[src/rtl/atlas_shelf_packer_defines.svh]
// assertion helpers shared by the packer rtl
`ifndef ATLAS_SHELF_PACKER_DEFINES_SVH
`define ATLAS_SHELF_PACKER_DEFINES_SVH

// same-cycle implication, sampled on clk, off during reset
`define ASP_ASSERT_IMPL(label, ante, cons, msg) \
	label: assert property (@(posedge clk) disable iff (!arst_n) (ante) |-> (cons)) \
		else $error(msg);

// next-cycle implication, sampled on clk, off during reset
`define ASP_ASSERT_NEXT(label, ante, cons, msg) \
	label: assert property (@(posedge clk) disable iff (!arst_n) (ante) |=> (cons)) \
		else $error(msg);

`endif

[src/rtl/asp_pkg.sv]
`timescale 1ns / 1ps

package asp_pkg;

	// field widths
	localparam int unsigned RECT_W    = 8;
	localparam int unsigned POS_W     = 14;
	localparam int unsigned COORD_W   = 15;
	localparam int unsigned ATLAS_W   = 15;
	localparam int unsigned CFG_W     = 15;
	localparam int unsigned CFG_IDX_W = 2;

	// defaults
	localparam int unsigned MAX_ATLAS_DIM_DEF = 16384;
	localparam int unsigned CFG_DIM_RESET     = 256;
	localparam int unsigned GROW_FACTOR       = 2;

	// register indexes
	localparam logic [CFG_IDX_W-1:0] REG_INITIAL_WIDTH  = 2'd0;
	localparam logic [CFG_IDX_W-1:0] REG_INITIAL_HEIGHT = 2'd1;

	// packing order of the quadrants
	typedef enum logic [1:0] {
		QUAD_TL,
		QUAD_TR,
		QUAD_BL,
		QUAD_BR
	} asp_quad_t;

	// one placement result
	typedef struct packed {
		logic [POS_W-1:0]   pos_x;
		logic [POS_W-1:0]   pos_y;
		logic               grew;
		logic [ATLAS_W-1:0] atlas_width;
		logic [ATLAS_W-1:0] atlas_height;
		logic               full_res;
	} asp_result_t;

endpackage

[src/rtl/atlas_shelf_packer.sv]
`timescale 1ns / 1ps

// Shelf packer for a texture atlas. Each input beat carries one rectangle
// size and yields one result beat with its position, the atlas size after
// the placement, a grew flag and a full flag. One rectangle is taken every
// cycle while in_stall is low. A beat passes an input register, then the
// placement logic (a few adds and compares against the shelf and quadrant
// anchors), whose state is updated in the same cycle the result register
// loads. Writing either size register restarts packing with the new initial
// atlas size; the user must write only while idle; the block does not check.

`include "atlas_shelf_packer_defines.svh"

module atlas_shelf_packer import asp_pkg::*; #(
	parameter int unsigned MAX_ATLAS_DIM = MAX_ATLAS_DIM_DEF
) (
	input  logic                 clk,
	input  logic                 arst_n,
	input  logic                 cfg_wr_en,
	input  logic [CFG_IDX_W-1:0] cfg_index,
	input  logic [CFG_W-1:0]     cfg_wr_data,
	input  logic                 in_valid,
	output logic                 in_stall,
	input  logic [RECT_W-1:0]    rect_width,
	input  logic [RECT_W-1:0]    rect_height,
	output logic                 out_valid,
	input  logic                 out_stall,
	output logic [POS_W-1:0]     pos_x,
	output logic [POS_W-1:0]     pos_y,
	output logic                 grew,
	output logic [ATLAS_W-1:0]   atlas_width,
	output logic [ATLAS_W-1:0]   atlas_height,
	output logic                 full_res
);

	logic              valid_s1, valid_s2;
	logic [RECT_W-1:0] width_s1, height_s1;
	asp_result_t       result_s2;
	asp_result_t       placed;
	logic              advance;

	// stage handshake: input beat moves to the result register when it is free or being drained
	assign advance  = valid_s1 && (!valid_s2 || !out_stall);
	assign in_stall = valid_s1 && valid_s2 && out_stall;

	asp_core #(
		.MAX_ATLAS_DIM(MAX_ATLAS_DIM)
	) u_core (
		.clk        (clk),
		.arst_n     (arst_n),
		.cfg_wr_en  (cfg_wr_en),
		.cfg_index  (cfg_index),
		.cfg_wr_data(cfg_wr_data),
		.step       (advance),
		.rect_width (width_s1),
		.rect_height(height_s1),
		.result     (placed)
	);

	// valid flags
	always_ff @(posedge clk or negedge arst_n) begin
		if (!arst_n) begin
			valid_s1 <= 1'b0;
			valid_s2 <= 1'b0;
		end else begin
			if (!in_stall) begin
				valid_s1 <= in_valid;
			end
			if (!valid_s2 || !out_stall) begin
				valid_s2 <= valid_s1;
			end
		end
	end

	// payload registers
	always_ff @(posedge clk) begin
		if (in_valid && !in_stall) begin
			width_s1  <= rect_width;
			height_s1 <= rect_height;
		end
		if (advance) begin
			result_s2 <= placed;
		end
	end

	assign out_valid    = valid_s2;
	assign pos_x        = result_s2.pos_x;
	assign pos_y        = result_s2.pos_y;
	assign grew         = result_s2.grew;
	assign atlas_width  = result_s2.atlas_width;
	assign atlas_height = result_s2.atlas_height;
	assign full_res     = result_s2.full_res;

	// result and pipeline checks
	`ASP_ASSERT_IMPL(a_full_clean, out_valid && full_res,
		!grew && pos_x == '0 && pos_y == '0,
		"full result carries a position or a grew flag")
	`ASP_ASSERT_IMPL(a_stall_only_busy, in_stall, valid_s1 && valid_s2,
		"input stalled with a free stage")
	`ASP_ASSERT_NEXT(a_advance_fills, advance, valid_s2,
		"advanced beat did not reach the result register")

endmodule

[src/rtl/asp_core.sv]
`timescale 1ns / 1ps

`include "atlas_shelf_packer_defines.svh"

module asp_core import asp_pkg::*; #(
	parameter int unsigned MAX_ATLAS_DIM = MAX_ATLAS_DIM_DEF
) (
	input  logic                 clk,
	input  logic                 arst_n,
	input  logic                 cfg_wr_en,
	input  logic [CFG_IDX_W-1:0] cfg_index,
	input  logic [CFG_W-1:0]     cfg_wr_data,
	input  logic                 step,
	input  logic [RECT_W-1:0]    rect_width,
	input  logic [RECT_W-1:0]    rect_height,
	output asp_result_t          result
);

	localparam int unsigned DIM_W = $clog2(MAX_ATLAS_DIM + 1);
	localparam int unsigned CMP_W = ((DIM_W > COORD_W + 1) ? DIM_W : COORD_W + 1) + 1;
	localparam logic [DIM_W-1:0] MAX_DIM   = DIM_W'(MAX_ATLAS_DIM);
	localparam logic [DIM_W-1:0] HALF_MAX  = DIM_W'(MAX_ATLAS_DIM / GROW_FACTOR);
	localparam logic [DIM_W-1:0] RESET_DIM = DIM_W'(CFG_DIM_RESET);
	localparam logic [DIM_W-1:0] ONE_DIM   = DIM_W'(1);

	// packer state
	logic [DIM_W-1:0]   init_w_q, init_h_q;
	logic [COORD_W-1:0] cursor_x_q, cursor_y_q, line_x_q, line_y_q;
	logic [DIM_W-1:0]   quad_x_q, quad_y_q, quad_w_q, quad_h_q;
	logic [DIM_W-1:0]   size_w_q, size_h_q;
	asp_quad_t          quad_q;

	// next-state values
	logic [COORD_W-1:0] cursor_x_d, cursor_y_d, line_x_d, line_y_d;
	logic [DIM_W-1:0]   quad_x_d, quad_y_d, quad_w_d, quad_h_d;
	logic [DIM_W-1:0]   size_w_d, size_h_d;
	asp_quad_t          quad_d;
	logic               refuse;

	// placement datapath
	logic [CMP_W-1:0]   w_x, h_x, reach_x, limit_x, limit_y, bot_x, line_y_x, ly_x;
	logic [COORD_W-1:0] rx, ry;
	logic               wrap, leave, grow;
	asp_quad_t          nq;
	logic [DIM_W-1:0]   half_w, half_h, ax, ay;
	logic [DIM_W-1:0]   clamped;
	logic [CMP_W-1:0]   ax_w, ay_h;

	// clamp of a register write to the legal size range
	always_comb begin
		if (cfg_wr_data == '0) begin
			clamped = ONE_DIM;
		end else if (32'(cfg_wr_data) > 32'(MAX_ATLAS_DIM)) begin
			clamped = MAX_DIM;
		end else begin
			clamped = DIM_W'(cfg_wr_data);
		end
	end

	// shelf placement and quadrant step
	always_comb begin
		w_x      = CMP_W'(rect_width);
		h_x      = CMP_W'(rect_height);
		line_y_x = CMP_W'(line_y_q);
		reach_x  = CMP_W'(cursor_x_q) + w_x;
		limit_x  = CMP_W'(quad_x_q) + CMP_W'(quad_w_q);
		limit_y  = CMP_W'(quad_y_q) + CMP_W'(quad_h_q);
		wrap     = reach_x >= limit_x;
		rx       = wrap ? line_x_q : cursor_x_q;
		ry       = wrap ? line_y_q : cursor_y_q;
		bot_x    = CMP_W'(ry) + h_x;
		ly_x     = (bot_x > line_y_x) ? bot_x : line_y_x;
		leave    = ly_x >= limit_y;

		unique case (quad_q)
			QUAD_TL: begin nq = QUAD_TR; grow = 1'b1; end
			QUAD_TR: begin nq = QUAD_BL; grow = 1'b0; end
			QUAD_BL: begin nq = QUAD_BR; grow = 1'b0; end
			QUAD_BR: begin nq = QUAD_TR; grow = 1'b1; end
			default: begin nq = QUAD_TR; grow = 1'b1; end
		endcase

		refuse = leave && grow && ((size_w_q > HALF_MAX) || (size_h_q > HALF_MAX));

		// after a doubling the old atlas size is the new half size
		half_w = (leave && grow) ? size_w_q : (size_w_q >> 1);
		half_h = (leave && grow) ? size_h_q : (size_h_q >> 1);

		unique case (nq)
			QUAD_TR: begin ax = half_w; ay = '0;     end
			QUAD_BL: begin ax = '0;     ay = half_h; end
			default: begin ax = half_w; ay = half_h; end
		endcase
		ax_w = CMP_W'(ax) + w_x;
		ay_h = CMP_W'(ay) + h_x;

		// defaults: stay on the current quadrant
		cursor_x_d = COORD_W'(CMP_W'(rx) + w_x);
		cursor_y_d = ry;
		line_x_d   = line_x_q;
		line_y_d   = ly_x[COORD_W-1:0];
		quad_x_d   = quad_x_q;
		quad_y_d   = quad_y_q;
		quad_w_d   = quad_w_q;
		quad_h_d   = quad_h_q;
		size_w_d   = size_w_q;
		size_h_d   = size_h_q;
		quad_d     = quad_q;

		result.pos_x        = rx[POS_W-1:0];
		result.pos_y        = ry[POS_W-1:0];
		result.grew         = 1'b0;
		result.full_res     = 1'b0;

		if (refuse) begin
			// atlas full: nothing moves
			cursor_x_d      = cursor_x_q;
			cursor_y_d      = cursor_y_q;
			line_y_d        = line_y_q;
			result.pos_x    = '0;
			result.pos_y    = '0;
			result.full_res = 1'b1;
		end else if (leave) begin
			if (grow) begin
				size_w_d    = DIM_W'({size_w_q, 1'b0});
				size_h_d    = DIM_W'({size_h_q, 1'b0});
				quad_w_d    = size_w_q;
				quad_h_d    = size_h_q;
				result.grew = 1'b1;
			end
			quad_d       = nq;
			quad_x_d     = ax;
			quad_y_d     = ay;
			cursor_x_d   = ax_w[COORD_W-1:0];
			cursor_y_d   = COORD_W'(CMP_W'(ay));
			line_x_d     = COORD_W'(CMP_W'(ax));
			line_y_d     = ay_h[COORD_W-1:0];
			result.pos_x = ax_w[POS_W-1:0] - w_x[POS_W-1:0];
			result.pos_y = ay_h[POS_W-1:0] - h_x[POS_W-1:0];
		end

		result.atlas_width  = ATLAS_W'(size_w_d);
		result.atlas_height = ATLAS_W'(size_h_d);
	end

	// state registers; a register write restarts packing
	always_ff @(posedge clk or negedge arst_n) begin
		if (!arst_n) begin
			init_w_q   <= RESET_DIM;
			init_h_q   <= RESET_DIM;
			cursor_x_q <= '0;
			cursor_y_q <= '0;
			line_x_q   <= '0;
			line_y_q   <= '0;
			quad_x_q   <= '0;
			quad_y_q   <= '0;
			quad_w_q   <= RESET_DIM;
			quad_h_q   <= RESET_DIM;
			size_w_q   <= RESET_DIM;
			size_h_q   <= RESET_DIM;
			quad_q     <= QUAD_TL;
		end else if (cfg_wr_en && (cfg_index == REG_INITIAL_WIDTH ||
				cfg_index == REG_INITIAL_HEIGHT)) begin
			cursor_x_q <= '0;
			cursor_y_q <= '0;
			line_x_q   <= '0;
			line_y_q   <= '0;
			quad_x_q   <= '0;
			quad_y_q   <= '0;
			quad_q     <= QUAD_TL;
			if (cfg_index == REG_INITIAL_WIDTH) begin
				init_w_q <= clamped;
				quad_w_q <= clamped;
				size_w_q <= clamped;
				quad_h_q <= init_h_q;
				size_h_q <= init_h_q;
			end else begin
				init_h_q <= clamped;
				quad_h_q <= clamped;
				size_h_q <= clamped;
				quad_w_q <= init_w_q;
				size_w_q <= init_w_q;
			end
		end else if (step) begin
			cursor_x_q <= cursor_x_d;
			cursor_y_q <= cursor_y_d;
			line_x_q   <= line_x_d;
			line_y_q   <= line_y_d;
			quad_x_q   <= quad_x_d;
			quad_y_q   <= quad_y_d;
			quad_w_q   <= quad_w_d;
			quad_h_q   <= quad_h_d;
			size_w_q   <= size_w_d;
			size_h_q   <= size_h_d;
			quad_q     <= quad_d;
		end
	end

	// checks on the packer state
	`ASP_ASSERT_NEXT(a_refuse_holds, step && refuse && !cfg_wr_en,
		$stable(size_w_q) && $stable(quad_q) && $stable(cursor_x_q),
		"refused doubling changed the packer state")
	`ASP_ASSERT_NEXT(a_grow_doubles, step && !refuse && leave && grow && !cfg_wr_en,
		size_w_q == DIM_W'({$past(size_w_q), 1'b0}) && quad_q == QUAD_TR,
		"doubling did not double the atlas or land in the top-right quadrant")
	`ASP_ASSERT_IMPL(a_size_limit, 1'b1,
		size_w_q <= MAX_DIM && size_h_q <= MAX_DIM && size_w_q != '0,
		"atlas size out of range")

endmodule
[config.mk]
export PLATFORM = sky130hd
export DESIGN_NAME = atlas_shelf_packer
export DESIGN_NICKNAME = d
export VERILOG_FILES = /design/src/rtl/asp_pkg.sv /design/src/rtl/atlas_shelf_packer.sv /design/src/rtl/asp_core.sv
export VERILOG_INCLUDE_DIRS = /design/src /design/src/rtl
export SDC_FILE = /design/constraint.sdc
export NUM_CORES = 1
export LEC_CHECK = 0
export BUFFER_PORTS_ARGS = -buffer_cell sky130_fd_sc_hd__buf_2
export CAP_MARGIN = 25
export CORE_UTILIZATION = 67
export CTS_BUF_LIST = sky130_fd_sc_hd__clkbuf_16
export CTS_CLUSTER_SIZE = 10
export DETAILED_ROUTE_END_ITERATION = 10
export GPL_ROUTABILITY_DRIVEN = 0
export PLACE_DENSITY = 0.87
export SLEW_MARGIN = 20
export SYNTH_ARGS = -nofsm -noshare
export SYNTH_HDL_FRONTEND = slang
export SYNTH_SLANG_ARGS = --single-unit
[constraint.sdc]
create_clock -name clk -period 23.7 [get_ports clk]
set_input_delay 4.74 -clock clk [delete_from_list [all_inputs] [get_ports clk]]
set_output_delay 4.74 -clock clk [all_outputs]
set_load 0.02 [all_outputs]
# == Yosys cells after proc, flatten, opt, wreduce, memory -nomap -nowiden ==
# Index checks and enable logic that the tools add are counted.
# W data, S select, Z words.
# totals
regBits,245
input_bits,38
output_inout_bits,62
word_cells,130
# classes
add_sub_neg,9
magnitude_cmp,6
n_eq_ne,7
n_mux,60
bitwise,1
n_reduce_logical,25
# ops
cell,count
$mux W15,50
$add A15 B8 Y15,3
$ge A17 B17 Y1,2
$add A15 B15 Y16,2
$add A15 B8 Y16,2
$gt A15 B14 Y1 const B,2
$mux W29,1
$sub A14 B8 Y14,2
$gt A17 B15 Y1,1
$mux W17,1
$gt A15 B15 Y1 const B,1
$logic_not A15 Y1,1
$mux W2,4
$logic_and A1 B1 Y1,7
$eq A2 B1 Y1 const B,3
$eq A2 B2 Y1 const B,3
$pmux W2 S3,1
$reduce_bool A2 Y1,3
$reduce_or A2 Y1,3
$logic_not A2 Y1,2
$reduce_and A4 Y1,1
$logic_not A1 Y1,3
$logic_or A1 B1 Y1,3
$reduce_and A3 Y1,1
other kinds (5),6

# == Depth between registers and ports, before layout ==
# Gate-level depths: netlist of the first run.
# logic_depth
depth_word,15
ltp_mapped,78
depth_no_buf,71

# == Hierarchy ==
# Synthesis of the first run repeated with hierarchy kept, for this count alone.
# unflattened
cells_unflattened,1917
hier_area_um2,16988.8
# modules_own_cells
mod,n_inst,cells_each,area_per_inst_um2,seq_area_each_um2
asp_core,1,1833,14614.0,4186.5
atlas_shelf_packer,1,84,2374.8,2332.2

# == Worst setup path before layout of the first run ==
# Ideal clock, no wire load.
# synth_timing
path_type,reg2reg
start,register u_core.quad_w_q[0]
end,"register result_s2 (netlist bit pos_x[13]), data pin"
setup_time_ns,0.158
t_arrival_ns,13.154
required_ns,23.542
setup_slack_ns,10.388
stages_incl_launch_ff,72
n_path_buf,7
period_less_slack_ns,13.312
path_cell_list,dfrtp_1 > ha_1 > fa_1 > a21o_1 > a21oi_1 > o21bai_1 > a21oi_1 > o21bai_1 > a21oi_1 > o21bai_1 > a21oi_1 > o21bai_1 > a21oi_1 > o21bai_1 > a21oi_1 > xor2_1 > ha_1 > a21o_1 > (+36 left out) > a21oi_1 > ha_1 > inv_1 > fa_1 > o21ai_0 > a22oi_1 > mux2_2 > o21ai_1 > xor2_1 > ha_1 > a21o_1 > a21o_1 > a21o_1 > a21oi_1 > and3_1 > nand3_2 > o311a_1 > a211oi_2
# synth_between
elab_chain_len,13
elab_cells_between_ends,15
classes_between,add/sub: 4; order compare: 3; mux: 6; reduce/logical: 2
# synth_rtl
element,line_no,source
start: declaration,asp_core.sv:29,"logic [DIM_W-1:0] quad_x_q, quad_y_q, quad_w_q, quad_h_q;"
start signal: assignment,asp_core.sv:173,quad_w_q <= clamped;
start signal: assignment,asp_core.sv:181,quad_w_q <= init_w_q;
start signal: assignment,asp_core.sv:191,quad_w_q <= quad_w_d;
$add A15 B15 Y16 (*),asp_core.sv:66,limit_x = CMP_W'(quad_x_q) + CMP_W'(quad_w_q);
$ge A17 B17 Y1 (*),asp_core.sv:68,wrap = reach_x >= limit_x;
$mux W15,asp_core.sv:70,ry = wrap ? line_y_q : cursor_y_q;
$add A15 B8 Y16,asp_core.sv:71,bot_x = CMP_W'(ry) + h_x;
$gt A17 B15 Y1,asp_core.sv:72,ly_x = (bot_x > line_y_x) ? bot_x : line_y_x;
$mux W17,asp_core.sv:72,
$ge A17 B17 Y1,asp_core.sv:73,leave = ly_x >= limit_y;
$logic_and A1 B1 Y1,"asp_core.sv:83, asp_core.sv:86",
$mux W15,asp_core.sv:86,half_w = (leave && grow) ? size_w_q : (size_w_q >> 1);
$mux W15,asp_core.sv:89,unique case (nq)
$add A15 B8 Y15,asp_core.sv:94,ax_w = CMP_W'(ax) + w_x;
$sub A14 B8 Y14,asp_core.sv:138,result.pos_x = ax_w[POS_W-1:0] - w_x[POS_W-1:0];
$mux W29,asp_core.sv:123,end else if (leave) begin
end signal: assignment,atlas_shelf_packer.sv:82,result_s2 <= placed;
end: declaration,atlas_shelf_packer.sv:38,asp_result_t result_s2;
# Mark *: on every way between the ends. The rest lies on a longest branch, timed or not.
# A chain may end at the register's enable or synchronous reset.

==> results of run 1 <==
## metal layers
metal  track usage  up-vias  routed length, um
met3        0.0678      140               5040
met2         0.549      859              20100
met5             0        -                  0
met1         0.500     6909              18600
met4         0.147        0               1830
li1              -     6551                  -
## synth_stat cells, drive strengths merged, types with 5 or more instances
cell	count
nor3	15
and2	19
a222oi	5
mux2	55
edfxtp	76
mux2i	29
xnor2	70
inv	100
a22oi	16
buf	15
o21bai	28
a32oi	5
xor2	44
ha	129
o211ai	6
dfrtp	163
nand3	10
nand2b	17
o21a	10
clkbuf	78
and3	6
o21ai	135
fa	9
a22o	19
dfstp	6
a21o	56
or2	5
nor4	9
a21boi	12
a211oi	8
nor2b	44
a21oi	183
and4	5
nor2	111
nand2	264
nand4	13
## worst max-delay path, delay by kind of cell, from the launching register on
family                   cells  cell delay (ps)
AO/OA/AOI/OAI               40             9070
XOR/XNOR                     3              670
adder cells (fa/ha/maj)      9             2840
buffers and inverters        1               70
flip-flops                   1              400
multiplexers                 2              740
AND/OR/NAND/NOR             10             1850
## layout make-up
class,instances,area [um^2]
Inverter,100,375
Clock buffer,29,726
Antenna cell,1,2.50
Sequential cell,245,6520
Fill cell,1680,6110
Timing Repair Buffer,116,642
Tap cell,324,405
Clock inverter,25,125
Multi-Input combinational cell,1390,9560
## how the worst max path moves through the flow
stage	from	endpoint	slack, ps	depth (start not counted)
6_report	u_core.line_x_q[0]	pos_x[13]	7900	65
3_5_place_dp	u_core.quad_w_q[0]	pos_x[13]	8360	65
5_1_grt	u_core.quad_w_q[0]	pos_x[13]	7040	65
2_1_floorplan	u_core.quad_w_q[0]	pos_x[13]	10390	71
4_1_cts	u_core.quad_w_q[0]	pos_x[13]	8270	65
3_3_place_gp	u_core.line_x_q[0]	pos_x[13]	8990	64
## kinds of logic after synthesis
group / Yosys count
XOR/XNOR: 114
flip-flops: 245
multiplexers: 84
adder cells (fa/ha/maj): 141
buffers and inverters: 193
AO/OA/AOI/OAI: 526
AND/OR/NAND/NOR: 525
## state kept, by name, indices dropped and copies added, names as in the netlist
register / cells
atlas_height: 15
atlas_width: 15
full_res: 1
grew: 1
height_s1: 8
out_valid: 1
pos_x: 14
pos_y: 14
u_core.cursor_x_q: 15
u_core.cursor_y_q: 15
u_core.init_h_q: 15
u_core.init_w_q: 15
u_core.line_x_q: 15
u_core.line_y_q: 15
u_core.quad_h_q: 15
u_core.quad_q: 2
u_core.quad_w_q: 15
u_core.quad_y_q: 15
u_core.size_h_q: 15
u_core.size_w_q: 15
valid_s1: 1
width_s1: 8
## metrics by stage
stage	setup slack, ps	utilization	hold WS (ps)
floorplan	10390	-	436
global placement	8990	0.714	445
detailed placement	8360	0.715	455
CTS	8270	0.750	468
global route	7040	0.750	496
finish	7900	0.750	468
==> summary.txt, run 1 <==
Run status
  • Status: finished, final reports clean

Layout
  • Commonest non-fill, non-tap cells in the layout: 262 x nand2_1, 180 x a21oi_1, 163 x dfrtp_1
  • Commonest non-fill, non-tap cell in the layout: nand2_1
  • Layout cells sized above 1: 0.130
  • Fin area: 18400 um^2
  • Nets: 2058
  • Syn-to-layout area delta: 9.33%
  • Fin cells: 2230

Clock tree
  • Cts hold-fix bufs: 0
  • Max Buffers Root-to-Sink: 3
  • Skew-Pair Late Insertion Delay: 560 ps
  • Num CTS Buffers: 29
  • Reg clk slew, reported paths: 60 ps
  • # clock sinks: 245
  • Clk root buf: clkbuf_16
  • H-tree depth: 1
  • CTS tree: yes
  • PostCTS Resize Cnt: 0
  • Setup bufs post-CTS: 0

Worst hold path
  • HP Start: u_core.init_h_q[8]
  • Hold crit path type: reg -> reg
  • Hold Crit Endpoint: u_core.init_h_q[8]
  • Hold Path Depth: 2

Floorplan
  • Width of the chip: 160 um
  • Die height: 160 um
  • Die area: 25700 um^2
  • FP Rows: 57
  • Starting Density: 0.686
  • I/O pin count: 100
  • Area of the core: about 24000 um^2

Setup path
  • Top cell by count, worst path: a21oi_1
  • Critical path type: reg -> reg
  • Reg2Reg Depth: 65
  • Worst reg-to-reg setup slack: 7900 ps
  • Crit-path max cell delay: 790 ps
  • Worst path slowest cell: a2111oi_0
  • Reg-to-reg critical path endpoint: pos_x[13]
  • CP arrival: 16190 ps
  • FF-to-FF Start: u_core.line_x_q[0]
  • Nature of the critical path endpoint: flop
  • Critical path required time: 24090 ps
  • Critical Path Fanout Max: 21
  • CP startpoint kind: flop

Routing
  • Post-route antenna net violation count: 0
  • Routed len/inst: 20.4 um
  • Final wirelength: 45.6 mm
  • 1st-pass router iterations: 9
  • Via count: 14500
  • Via density: 6.48
  • DRT iter0 DRCs: roughly 1700
  • # DRC: 0

Yosys
  • Cell taking the most area after synthesis: dfrtp_1
  • Synth Warn #: 0
  • Post-Syn Area: 16800 um^2
  • Top cells by area in the synthesized netlist: dfrtp_1 24%, edfxtp_1 14%, ha_1 9.6%
  • Synth Area in Adders: 0.109
  • Multiplexer share of the synthesized area: 0.0544
  • Seq/Total Area, Yosys: 0.388
  • Synth cell types: 84
  • Top cell type's share of synthesized area: 0.243
  • Simple-Gate Fraction of Synth Area: 0.142
  • Synth async-reset ratio: 0.690
  • Synth Area per Inst: 9.18 um^2
  • Largest family of logic cells by synthesized area: compound AO/OA/AOI/OAI gates
  • Post-synthesis xor/xnor area fraction: 0.0613
  • Post-synth EDFFs: 76
  • #FFs+latches synth: 245
  • Post-synthesis compound-gate area fraction: 0.200
  • Post-Synthesis Cells: 1828
  • Syn_nets: 2004
  • Main synth FF type: dfrtp_1

Global routing
  • First-pass GRT wire length: 73.5 mm
  • Initial antenna violation count: 0
  • Largest net degree at the start of global routing: 99
  • Total global-route track usage: 0.358
  • Vias in the first global route: 14100
  • Congestion Overflow GR: 0

Placed design
  • Port Buffers: 99
  • Dpl cell area: 17500 um^2
  • Placed Cells: 2174
  • HPWL after DPL: 32.4 mm

Timing
  • Final Max Slew Viols: 0
  • Setup Viol. Count Final: 0
  • Final Cycle Share: 0.667
  • Slew margin rel.: 0.329
  • Fin crit period: approximately 16000 ps
  • Sum Neg Setup Slack: 0 ps
  • Clk_skew: 16.1 ps
  • Final hold violations: 0
  • Highest clock rate: 0.0633 GHz
  • Unrepaired setup endpoints after global routing: false
  • Worst-margin pin slew: 1010 ps

Flow run
  • Max-cap violation count: 0
Power of run 1 is not shown: default switching activity piles up to over one toggle a cycle in this logic, so the estimate is an artifact.
==> inputs of run 2 (changes only) <==
ABC_AREA = 1   (was unset)
CORE_UTILIZATION = 63   (was 67)
PLACE_DENSITY = 0.82   (was 0.87)
clock period = 15.8 ns   (was 23.7 ns; I/O delays follow)
==> run 2 against run 1 <==
The run now ends with DRC left. Sequential cell count stayed put. Die area is 7.4% higher. Sequential share of layout area is 0.38 points lower. Worst setup slack worse by 6500 ps. Design area is 1.1% higher. Critical path depth is 17 higher. Routed wire length is 2.4% higher. Register-to-register slack worse by 6500 ps. First-iteration DRC count is 10% higher. Non-clock buffer count is 2 lower.
==> summary.txt, run 2 <==
Run status
  • Status: finished, violations left
  • Violated checks: DRC

Layout
  • Nets: 2395 (+16%)
  • FILL cells: 2027 (+21%)
  • Commonest non-fill, non-tap cells in the layout: 421 x nand2_1, 330 x inv_1, 167 x nor2_1
  • Layout cells sized above 1: 0.0942 (-0.0354)
  • Syn-to-layout area delta: 9.31% (about the same)
  • Commonest non-fill, non-tap cell in the layout: nand2_1
  • # diodes: 0 (-1)

Timing
  • Clk_skew: 19.7 ps (+3.57 ps)
  • Slew margin rel.: 0.393 (+0.0637)
  • Sum Neg Setup Slack: 0 ps (unchanged)
  • Final hold violations: 0 (unchanged)
  • Fin crit period: 14380 ps (-1420 ps)
  • Unrepaired setup endpoints after global routing: false
  • Setup Viol. Count Final: 0 (unchanged)
  • Final Cycle Share: 0.910 (+0.244)
  • Final Max Slew Viols: 0 (unchanged)
  • Highest clock rate: 0.0695 GHz (+9.9%)
  • Worst-margin pin slew: 911 ps (-95.6 ps)

Yosys
  • Top cells by area in the synthesized netlist: dfrtp_1 24%, edfxtp_1 13%, ha_1 9.5%
  • Post-Synthesis Cells: 2144 (+17%)
  • Synth Area per Inst: 7.92 um^2 (-14%)
  • Synth async-reset ratio: 0.690 (unchanged)
  • Top cell type's share of synthesized area: 0.240 (-0.00265)
  • Synth Warn #: 0 (unchanged)
  • Main synth FF type: dfrtp_1
  • Synth cell count leaders: 422 x nand2_1, 312 x inv_1, 169 x nor2_1
  • #FFs+latches synth: 245 (unchanged)
  • Post-Syn Area: 17000 um^2 (+1.1%)
  • Seq/Total Area, Yosys: 0.384 (-0.00424)
  • Syn_nets: 2320 (+16%)
  • Top-count cell post-synth: nand2_1
  • Cell taking the most area after synthesis: dfrtp_1
  • Post-synth EDFFs: 76 (unchanged)
  • Synth cell types: 55 (-35%)

Floorplan
  • FP Rows: 59 (+3.5%)
  • Width of the chip: 166 um (+3.6%)
  • Die area: 27600 um^2 (+7.4%)
  • Die height: 166 um (+3.6%)
  • Starting Density: 0.648 (-0.0386)
  • I/O pin count: 100 (unchanged)
  • Area of the core: 26200 um^2 (+7.1%)

Clock tree
  • H-tree depth: 1 (unchanged)
  • Reg clk slew, reported paths: 60 ps (about the same)
  • PostCTS Resize Cnt: 0 (unchanged)
  • CTS tree: yes
  • # clock sinks: 245 (unchanged)
  • Max Buffers Root-to-Sink: 3 (unchanged)
  • Cts hold-fix bufs: 0 (unchanged)
  • Skew-Pair Late Insertion Delay: 560 ps (about the same)
  • Setup bufs post-CTS: 0 (unchanged)
  • Clk root buf: clkbuf_16
  • Num CTS Buffers: 29 (unchanged)

Worst hold path
  • Hold Path Depth: 2 (unchanged)
  • Hold crit path type: reg -> reg

Global routing
  • First-pass GRT wire length: 75.2 mm (+2.3%)
  • Largest net degree at the start of global routing: 92 (-7.1%)
  • Total global-route track usage: 0.341 (-0.0172)
  • Global routing usage on met3: 0.0696 (+0.00180)
  • Layer with the highest usage: met2
  • Global routing usage on met1: 0.496 (-0.00413)
  • Initial antenna violation count: 0 (unchanged)
  • Vias in the first global route: 14400 (+2.0%)
  • Grt met2 use: 0.509 (-0.0407)
  • Congestion Overflow GR: 0 (unchanged)

Routing
  • 1st-pass router iterations: 11 (+2)
  • Final wirelength: 46.6 mm (+2.4%)
  • # DRC: 10 (+10)
  • Routed len/inst: 18.1 um (-11%)
  • DRT iter0 DRCs: 1828 (+10%)
  • Via density: 5.99 (-7.6%)
  • Via count: 15400 (+6.6%)
  • Post-route antenna net violation count: 0 (unchanged)

Setup path
  • Critical path required time: 16120 ps (-7970 ps)
  • CP startpoint kind: flop
  • Critical path type: reg -> reg
  • Nature of the critical path endpoint: flop
  • Crit-path max cell delay: 530 ps (-260 ps)
  • Worst path slowest cell: nand3_4
  • Top cell by count, worst path: nand2_1
  • Critical Path Fanout Max: 50 (+140%)
  • Reg2Reg Depth: 82 (+26%)
  • CP arrival: 14700 ps (-1490 ps)

Flow run
  • Max-cap violation count: 0 (unchanged)

Placed design
  • Port Buffers: 99 (unchanged)
  • HPWL after DPL: 34.3 mm (+5.8%)
-- run 2: cell count changes after synthesis, sizes merged, moves of 21 or more --
cell | before | now
nand3 | 10 | 109
inv | 100 | 316
clkbuf | 78 | 45
o21a | 10 | 37
nand2 | 264 | 445
a21oi | 183 | 162
o211ai | 6 | 37
mux2i | 29 | 0
a21o | 56 | 6
nor2 | 111 | 178
mux2 | 55 | 3
nor2b | 44 | 0
xnor2 | 70 | 21
-- run 2: worst max-delay path: cells and delay by family (launching register included) --
family / cells / cell delay (ps)
buffers and inverters: 12 / 1450
and+or+nand+nor: 36 / 5150
AOI/OAI and AO/OA: 25 / 4370
DFF: 1 / 410
adders and majority gates: 9 / 2740
-- run 2: cell families (layout without fill, tap and decap cells) --
logic type | after synthesis | after routing | synth area share
xor+xnor | 82 | 82 | 0.0434
flops | 245 | 245 | 0.384
buf+inv | 390 | 485 | 0.0902
fa+ha+maj | 138 | 138 | 0.106
compound gates | 484 | 484 | 0.171
mux | 3 | 3 | 0.00199
simple gates | 802 | 802 | 0.204
-- run 2: cell type report --
class,instances,area (um^2),area share
clock buffers,29,726,0.0391
multi-input cells,1509,8960,0.483
repair buffers,114,638,0.0344
well taps,335,419,0.0226
flip-flops and latches,245,6520,0.351
inverters,320,1200,0.0648
clock inverters,22,86.3,0.00465
-- run 2: metal layers --
| metal | vias to the layer above | wire length [um] |
|---|---|---|
| li1 | 7301 | - |
| met1 | 7109 | 19700 |
| met2 | 886 | 19900 |
| met3 | 118 | 5610 |
| met4 | 0 | 1440 |
| met5 | - | 0 |
-- run 2: worst paths after layout --
check	from	slack, ps	endpoint
max	u_core.line_x_q[2]	1420	pos_x[13]
min	u_core.init_h_q[8]	470	u_core.init_h_q[8]
max reg2reg	u_core.line_x_q[2]	1420	pos_x[13]
min reg2reg	u_core.init_h_q[8]	470	u_core.init_h_q[8]
max in group asynchronous	arst_n	11790	u_core.cursor_y_q[1]
min in group asynchronous	arst_n	2710	u_core.size_w_q[1]
-- run 2: metrics by stage --
stage               utilization  cell area [um^2]  hold WS, ps  worst slack (ps)  cells
finish                    0.708             18600          474              1420   2574
global route              0.708             18600          485               174   2574
CTS                       0.707             18500          471              1780   2573
detailed placement        0.676             17700          461              1860   2522
global placement          0.676             17700          459              2640   2522
floorplan                     -             17000          443              3490   2144
Power of run 2 is left out for the same reason.
